`config.mk`:
```
export PLATFORM = sky130hd
export DESIGN_NAME = biquad_filter_dry_wet
export DESIGN_NICKNAME = d
export VERILOG_FILES = /design/src/rtl/bqdw_pkg.sv /design/src/rtl/bqdw_ram.sv /design/src/rtl/biquad_filter_dry_wet.sv
export SDC_FILE = /design/constraint.sdc
export NUM_CORES = 2
export LEC_CHECK = 0
export BUFFER_PORTS_ARGS = -buffer_cell sky130_fd_sc_hd__buf_4
export CAP_MARGIN = 20
export CORE_UTILIZATION = 40
export CTS_BUF_LIST = sky130_fd_sc_hd__clkbuf_16
export DETAILED_ROUTE_END_ITERATION = 10
export SKIP_LAST_GASP = 1
export SLEW_MARGIN = 40
export SYNTH_ARGS = -nofsm -noshare
export SYNTH_HDL_FRONTEND = slang
export SYNTH_SLANG_ARGS = --single-unit
```
`constraint.sdc`:
```
create_clock -name clk -period 11.7 [get_ports clk]
set_input_delay 2.34 -clock clk [delete_from_list [all_inputs] [get_ports clk]]
set_output_delay 2.34 -clock clk [all_outputs]
set_load 0.005 [all_outputs]
```
`src/rtl/bqdw_pkg.sv`:
```
// ---------------------------------------------------------------------------
// bqdw_pkg
// Shared types, constants and helpers for the biquad dry/wet filter.
// ---------------------------------------------------------------------------
package bqdw_pkg;

    localparam int CHANNELS = 8;
    localparam int CH_AW    = (CHANNELS > 1) ? $clog2(CHANNELS) : 1;

    localparam int SMP_W  = 16;
    localparam int COEF_W = 24;
    localparam int CH_W   = 3;
    localparam int IDX_W  = 3;
    localparam int HIST_W = 4 * SMP_W;
    localparam int MA_W   = COEF_W + 1;
    localparam int MB_W   = SMP_W + 1;
    localparam int PROD_W = MA_W + MB_W;
    localparam int ACC_W  = PROD_W + 2;
    localparam int TAPS   = 5;
    localparam int TAP_W  = $clog2(TAPS);

    localparam int GAIN_SHIFT = 14;
    localparam int FILT_SHIFT = 20;
    localparam int MIX_SHIFT  = 15;

    localparam logic signed [ACC_W-1:0] GAIN_RND = ACC_W'(1) <<< (GAIN_SHIFT - 1);
    localparam logic signed [ACC_W-1:0] FILT_RND = ACC_W'(1) <<< (FILT_SHIFT - 1);
    localparam logic signed [ACC_W-1:0] MIX_RND  = ACC_W'(1) <<< (MIX_SHIFT - 1);
    localparam logic signed [ACC_W-1:0] SAT_MAX  = ACC_W'(32767);
    localparam logic signed [ACC_W-1:0] SAT_MIN  = -ACC_W'(32768);

    localparam logic [16:0] WET_ONE = 17'd32768;

    localparam logic [IDX_W-1:0] REG_INPUT_GAIN = 3'd0;
    localparam logic [IDX_W-1:0] REG_WET_LEVEL  = 3'd1;
    localparam logic [IDX_W-1:0] REG_FF_COEF0   = 3'd2;
    localparam logic [IDX_W-1:0] REG_FF_COEF1   = 3'd3;
    localparam logic [IDX_W-1:0] REG_FF_COEF2   = 3'd4;
    localparam logic [IDX_W-1:0] REG_FB_COEF1   = 3'd5;
    localparam logic [IDX_W-1:0] REG_FB_COEF2   = 3'd6;

    localparam logic [15:0]       GAIN_RESET = 16'd16384;
    localparam logic [15:0]       WET_RESET  = 16'd32768;
    localparam logic [COEF_W-1:0] FF0_RESET  = 24'd1048576;

    typedef enum logic [3:0] {
        S_IDLE,
        S_GAIN,
        S_XSAT,
        S_MAC,
        S_ACCL,
        S_YSAT,
        S_MIX1,
        S_MIX2,
        S_DONE
    } bqdw_state_t;

    function automatic logic signed [SMP_W-1:0] sat16(input logic signed [ACC_W-1:0] v);
        logic signed [SMP_W-1:0] r;
        if (v > SAT_MAX)
            r = SAT_MAX[SMP_W-1:0];
        else if (v < SAT_MIN)
            r = SAT_MIN[SMP_W-1:0];
        else
            r = v[SMP_W-1:0];
        return r;
    endfunction

endpackage

```
`src/rtl/bqdw_ram.sv`:
```
// ---------------------------------------------------------------------------
// bqdw_ram
// Generic single-write, single-read RAM with registered read data.
// ---------------------------------------------------------------------------
module bqdw_ram #(
    parameter int WIDTH = 64,
    parameter int DEPTH = 8
) (
    input  logic                                   clk,
    input  logic                                   we,
    input  logic [((DEPTH > 1) ? $clog2(DEPTH) : 1)-1:0] waddr,
    input  logic [WIDTH-1:0]                       wdata,
    input  logic [((DEPTH > 1) ? $clog2(DEPTH) : 1)-1:0] raddr,
    output logic [WIDTH-1:0]                       rdata
);

    logic [WIDTH-1:0] mem [DEPTH];

    always_ff @(posedge clk)
    begin
        if (we)
        begin
            mem[waddr] <= wdata;
        end
        rdata <= mem[raddr];
    end

endmodule

```
`src/rtl/biquad_filter_dry_wet.sv`:
```
// ---------------------------------------------------------------------------
// biquad_filter_dry_wet
// Multi-channel direct form I biquad with input gain and dry/wet mix.
// ---------------------------------------------------------------------------
// in_ready is high only in S_IDLE, so a new item is accepted only after the last
// one has left S_DONE, which holds while the previous output is not taken. A single
// shared 25x17 multiplier forms the eight products (gain, five taps, two mix terms).
// History lives in one RAM word per channel, read once and written once.
// Reset loads the register defaults and clears the per-channel valid bits,
// so every channel starts from zero history.
module biquad_filter_dry_wet
    import bqdw_pkg::*;
(
    input  logic                     clk,
    input  logic                     rst_n,
    input  logic                     cfg_we,
    input  logic [IDX_W-1:0]         cfg_addr,
    input  logic [COEF_W-1:0]        cfg_wdata,
    input  logic                     in_valid,
    output logic                     in_ready,
    input  logic [CH_W-1:0]          channel_in,
    input  logic signed [SMP_W-1:0]  sample_in,
    output logic                     out_valid,
    input  logic                     out_ready,
    output logic [CH_W-1:0]          channel_out,
    output logic signed [SMP_W-1:0]  sample_out
);

    bqdw_state_t state_reg, state_next;

    logic [15:0]              gain_reg;
    logic [15:0]              wet_reg;
    logic signed [COEF_W-1:0] coef_reg [TAPS];

    logic [CHANNELS-1:0]      hist_vld_reg;
    logic [CH_W-1:0]          ch_reg;
    logic                     ch_ok_reg;
    logic                     hit_reg;
    logic signed [SMP_W-1:0]  smp_reg;
    logic signed [SMP_W-1:0]  x_reg, x1_reg, x2_reg, y_reg, y1_reg, y2_reg;
    logic [TAP_W-1:0]         tap_reg;
    logic signed [PROD_W-1:0] prod_reg;
    logic                     neg_reg;
    logic signed [ACC_W-1:0]  acc_reg;
    logic                     out_valid_reg;
    logic [CH_W-1:0]          channel_out_reg;
    logic signed [SMP_W-1:0]  sample_out_reg;

    logic                     accept;
    logic                     out_free;
    logic                     ram_we;
    logic                     ch_ok;
    logic [CH_AW-1:0]         rd_addr;
    logic [CH_AW-1:0]         wr_addr;
    logic [HIST_W-1:0]        ram_rdata;
    logic [HIST_W-1:0]        ram_wdata;
    logic [16:0]              wet_eff;
    logic [16:0]              dry_w;
    logic signed [MA_W-1:0]   mul_a;
    logic signed [MB_W-1:0]   mul_b;
    logic signed [PROD_W-1:0] mul_p;
    logic signed [ACC_W-1:0]  prod_ext;
    logic signed [ACC_W-1:0]  acc_sum;
    logic signed [SMP_W-1:0]  tap_op [TAPS];

    assign accept   = in_valid && in_ready;
    assign out_free = !out_valid_reg || out_ready;
    assign ch_ok    = (32'(channel_in) < CHANNELS);
    assign rd_addr  = CH_AW'(channel_in);
    assign wr_addr  = CH_AW'(ch_reg);
    assign ram_wdata = {x_reg, x1_reg, y_reg, y1_reg};

    assign wet_eff = (wet_reg > WET_ONE[15:0] && wet_reg != 16'd0) ? WET_ONE : {1'b0, wet_reg};
    assign dry_w   = WET_ONE - wet_eff;

    assign tap_op[0] = x_reg;
    assign tap_op[1] = x1_reg;
    assign tap_op[2] = x2_reg;
    assign tap_op[3] = y1_reg;
    assign tap_op[4] = y2_reg;

    assign prod_ext = ACC_W'(prod_reg);
    assign acc_sum  = neg_reg ? (acc_reg - prod_ext) : (acc_reg + prod_ext);

    bqdw_ram #(
        .WIDTH (HIST_W),
        .DEPTH (CHANNELS)
    ) u_hist_ram (
        .clk   (clk),
        .we    (ram_we),
        .waddr (wr_addr),
        .wdata (ram_wdata),
        .raddr (rd_addr),
        .rdata (ram_rdata)
    );

    // shared multiplier operand select
    always_comb
    begin
        mul_a = '0;
        mul_b = '0;
        case (state_reg)
            S_GAIN:
            begin
                mul_a = MA_W'($signed({1'b0, gain_reg}));
                mul_b = MB_W'(smp_reg);
            end
            S_MAC:
            begin
                mul_a = MA_W'(coef_reg[tap_reg]);
                mul_b = MB_W'(tap_op[tap_reg]);
            end
            S_ACCL:
            begin
                mul_a = MA_W'($signed({1'b0, dry_w}));
                mul_b = MB_W'(x_reg);
            end
            S_MIX1:
            begin
                mul_a = MA_W'($signed({1'b0, wet_eff}));
                mul_b = MB_W'(y_reg);
            end
            default:
            begin
                mul_a = '0;
                mul_b = '0;
            end
        endcase
    end

    assign mul_p = mul_a * mul_b;

    // next state
    always_comb
    begin
        state_next = state_reg;
        case (state_reg)
            S_IDLE:
            begin
                if (in_valid)
                    state_next = S_GAIN;
            end
            S_GAIN:  state_next = S_XSAT;
            S_XSAT:  state_next = S_MAC;
            S_MAC:
            begin
                if (tap_reg == TAP_W'(TAPS - 1))
                    state_next = S_ACCL;
            end
            S_ACCL:  state_next = S_YSAT;
            S_YSAT:  state_next = S_MIX1;
            S_MIX1:  state_next = S_MIX2;
            S_MIX2:  state_next = S_DONE;
            S_DONE:
            begin
                if (out_free)
                    state_next = S_IDLE;
            end
            default: state_next = S_IDLE;
        endcase
    end

    // control outputs
    always_comb
    begin
        in_ready = 1'b0;
        ram_we   = 1'b0;
        case (state_reg)
            S_IDLE:  in_ready = 1'b1;
            S_DONE:  ram_we   = out_free && ch_ok_reg;
            default:
            begin
                in_ready = 1'b0;
                ram_we   = 1'b0;
            end
        endcase
    end

    always_ff @(posedge clk or negedge rst_n)
    begin
        if (!rst_n)
        begin
            state_reg     <= S_IDLE;
            out_valid_reg <= 1'b0;
            hist_vld_reg  <= '0;
            gain_reg      <= GAIN_RESET;
            wet_reg       <= WET_RESET;
            coef_reg[0]   <= FF0_RESET;
            coef_reg[1]   <= '0;
            coef_reg[2]   <= '0;
            coef_reg[3]   <= '0;
            coef_reg[4]   <= '0;
        end
        else
        begin
            state_reg <= state_next;
            if (cfg_we)
            begin
                case (cfg_addr)
                    REG_INPUT_GAIN: gain_reg    <= cfg_wdata[15:0];
                    REG_WET_LEVEL:  wet_reg     <= cfg_wdata[15:0];
                    REG_FF_COEF0:   coef_reg[0] <= cfg_wdata;
                    REG_FF_COEF1:   coef_reg[1] <= cfg_wdata;
                    REG_FF_COEF2:   coef_reg[2] <= cfg_wdata;
                    REG_FB_COEF1:   coef_reg[3] <= cfg_wdata;
                    REG_FB_COEF2:   coef_reg[4] <= cfg_wdata;
                    default:        ;
                endcase
            end
            if (ram_we)
                hist_vld_reg[wr_addr] <= 1'b1;
            if (state_reg == S_DONE && out_free)
                out_valid_reg <= 1'b1;
            else if (out_ready)
                out_valid_reg <= 1'b0;
        end
    end

    // datapath
    always_ff @(posedge clk)
    begin
        case (state_reg)
            S_IDLE:
            begin
                if (accept)
                begin
                    ch_reg    <= channel_in;
                    smp_reg   <= sample_in;
                    ch_ok_reg <= ch_ok;
                    hit_reg   <= ch_ok && hist_vld_reg[rd_addr];
                end
            end
            S_GAIN:
            begin
                prod_reg <= mul_p;
                if (hit_reg)
                    {x1_reg, x2_reg, y1_reg, y2_reg} <= ram_rdata;
                else
                    {x1_reg, x2_reg, y1_reg, y2_reg} <= '0;
            end
            S_XSAT:
            begin
                x_reg   <= sat16((prod_ext + GAIN_RND) >>> GAIN_SHIFT);
                acc_reg <= '0;
                tap_reg <= '0;
            end
            S_MAC:
            begin
                prod_reg <= mul_p;
                neg_reg  <= (tap_reg >= TAP_W'(3));
                if (tap_reg != '0)
                    acc_reg <= acc_sum;
                tap_reg <= tap_reg + TAP_W'(1);
            end
            S_ACCL:
            begin
                acc_reg  <= acc_sum;
                prod_reg <= mul_p;
                neg_reg  <= 1'b0;
            end
            S_YSAT:
            begin
                y_reg   <= sat16((acc_reg + FILT_RND) >>> FILT_SHIFT);
                acc_reg <= prod_ext;
            end
            S_MIX1:
            begin
                prod_reg <= mul_p;
            end
            S_MIX2:
            begin
                acc_reg <= acc_sum;
            end
            S_DONE:
            begin
                if (out_free)
                begin
                    channel_out_reg <= ch_reg;
                    sample_out_reg  <= sat16((acc_reg + MIX_RND) >>> MIX_SHIFT);
                end
            end
            default: ;
        endcase
    end

    assign out_valid   = out_valid_reg;
    assign channel_out = channel_out_reg;
    assign sample_out  = sample_out_reg;

endmodule
```
==> flow_summary.ini <==
[global_route]
overflow = 0
antenna_found_initial = 4
grt_pass1_vias = 35400
track_usage_pct = 20.5
grt_max_degree = 103
grt_pass1_wl_mm = 222

[cells_and_area]
fin_cells = 6383
final_cell_mix = edfxtp_1, inv_1, fa_1
design_area_sq_um = 63000
synthToLayoutAreaGrowth_pct = 10.9
largest_reg_flops = 512
diodes = 0
drive_above_1_share_pct = 17.5
final_common_cell = edfxtp_1
fin_nets = 5033

[pwr]
leakage_uw = 0.0245
powerDensity_nw_per_um2 = 296
ir_drop_mv = 0.303
power_uw = 18700

[hold_path]
min_to = hist_vld_reg[1]
hold_depth = 1
worstHoldStart = hist_vld_reg[1]
min_path_type = flop to flop

[worst_setup_path]
slowest_stage = buf_4
r2r_cells = 26
cp_slowest_stage_delay_ns = 0.65
rr_endpoint = prod_reg[40]
r2r_slack_ns = 2.38
end_kind = flop
r2r_start = tap_reg[0]
cp.required_ns = 12.16
arrival_ns = 9.78
cp_common_cell = fa_1
cp-start-kind = flop
crit_fanout = 29
critPathKind = flop to flop

[floorplan]
coreArea_sq_um = 140000
die_h_microns = 379
die_area_sq_um = 143000
ios = 72
rows = 137
start_util_pct = 40.5
die_w_microns = 379

[routing]
first_pass_iters = 8
vias_per_cell = 5.45
drt_iter0_drc = 2930
wl_per_cell_microns = 22.6
drt_wl_total_mm = 145
antenna_left = 0
vias = 34800
drc = 0

[timing]
setup_viol_count_final = 0
fin_setup_tns_ns = 0
slew_violations = 0
rsz0062_at_grt = no
hold_violations = 0
fin_crit_sh_pct = 79.7
fmax_mhz = 107
relSlewSlack_pct = 41.8
holdWs_ns = 0.463
clock-skew-final_ns = 0.0401
worstMarginPinSlew_ns = 0.873
min_period_ns = 9.32

[clocking]
path_clk_slew_ns = 0.06
cts_hold_buf = 0
clock-sinks = 966
cts_tree = done
clock-root-buffer = clkbuf_16
postCtsResizedCells = 0
clk_path_buf_depth = 3
htree_levels = 3
numCtsBuffers = 99
post_cts_buffers = 0
clk_latency_ns = 0.70

[placed_design]
placedInstanceArea_sq_um = 59800
io_buffers = 71
gp_congestion = 0.890
placed_cells = 6196
dpl.hpwl_mm = 100

[yosys]
synth_nets = 5005
synthCells = 4395
syn-mean-instance-area_sq_um = 12.9
synth_async_sr_flop_share_pct = 17.1
synth-seq-cells = 966
syn_area_sq_um = 56800
ys_types = 97
synth-edff-count = 737
yosysSeqAreaShare_pct = 48.5
ys.flop_type = edfxtp_1
synth_warnings = 0

[outcome]
outcome = complete, no violations

[flow_run]
drv_cap = 0
synthesized netlist by cell type (19+ instances only):
library cell | instances | area, sq um
fa_1 | 408 | 8170
clkbuf_1 | 173 | 649
nor3_1 | 63 | 315
nand3_1 | 42 | 210
ha_1 | 151 | 1890
a21oi_1 | 125 | 626
a31oi_1 | 19 | 119
buf_2 | 22 | 110
mux2_2 | 217 | 2440
and2_1 | 85 | 532
nand4_1 | 28 | 175
nor2_1 | 333 | 1250
xnor2_1 | 129 | 1130
nand2_1 | 321 | 1200
dfrtp_1 | 162 | 4050
o21a_1 | 26 | 195
xor2_1 | 55 | 482
a22oi_1 | 38 | 285
a21o_1 | 54 | 405
inv_1 | 492 | 1850
buf_1 | 25 | 93.8
nand2b_1 | 36 | 225
edfxtp_1 | 737 | 22100
dfxtp_1 | 64 | 1280
mux4_2 | 170 | 3830
o21ai_0 | 131 | 656
and3_1 | 22 | 138
per-stage QoR:
step                setup WS (ns)  utilization, %
CTS                          2.34            44.9
detailed placement           2.33            42.6
floorplan                    2.25               -
global route                 1.83            44.9
finish                       2.38            44.9
global placement             2.40            42.4
power breakdown:
part	total [uW]	switching, uW	leakage, uW	internal, uW
logic	10300	6410	0.0136	3860
registers	5330	673	0.00926	4650
clock network	3080	1360	0.00162	1720
total	18700	8440	0.0245	10200
layer usage:
metal  GRT usage (%)  up-vias  share of wire, %
li1                -    15500                 -
met1            28.5    18100                43
met2            33.6     1043                48
met3            3.25      177               6.2
met4            5.05        2               2.1
met5               0        -            0.0076
worst max-delay path by stage:
stage          depth (start not counted)  slack (ns)            to    startpoint
3_3_place_gp                          25        2.40  prod_reg[40]  state_reg[3]
3_5_place_dp                          26        2.33  prod_reg[40]    tap_reg[0]
4_1_cts                               26        2.34  prod_reg[40]    tap_reg[0]
5_1_grt                               26        1.83  prod_reg[40]    tap_reg[0]
6_report                              26        2.38  prod_reg[40]    tap_reg[0]
2_1_floorplan                         29        2.25  prod_reg[40]  state_reg[1]
worst max-delay path, delay by kind of cell (launching register included):
family / cells / cell delay [ns]
multiplexers: 1 / 0.56
flip-flops: 1 / 0.42
AO/OA/AOI/OAI: 8 / 2.33
XOR/XNOR: 1 / 0.08
adder cells (fa/ha/maj): 7 / 3.54
AND/OR/NAND/NOR: 3 / 0.56
buffers and inverters: 6 / 1.59
area by class of cell:
type	count	area (sq um)
Sequential cell	966	27500
Fill cell	12700	77200
Clock inverter	85	656
Inverter	494	1850
Clock buffer	100	2500
Timing Repair Buffer	152	1340
Tap cell	1876	2350
Multi-Input combinational cell	2710	26800
logic make-up (layout without fill, tap and decap cells):
family          after synthesis  in the layout  synth area share [%]
compound gates              554            554                  6.47
xor+xnor                    185            185                  2.87
fa+ha+maj                   559            559                  17.7
buf+inv                     719            831                  4.85
flops                       966            966                  48.5
mux                         392            392                  11.2
simple gates               1020           1020                  8.44
No activity file was read; power rests on OpenSTA's default activity.
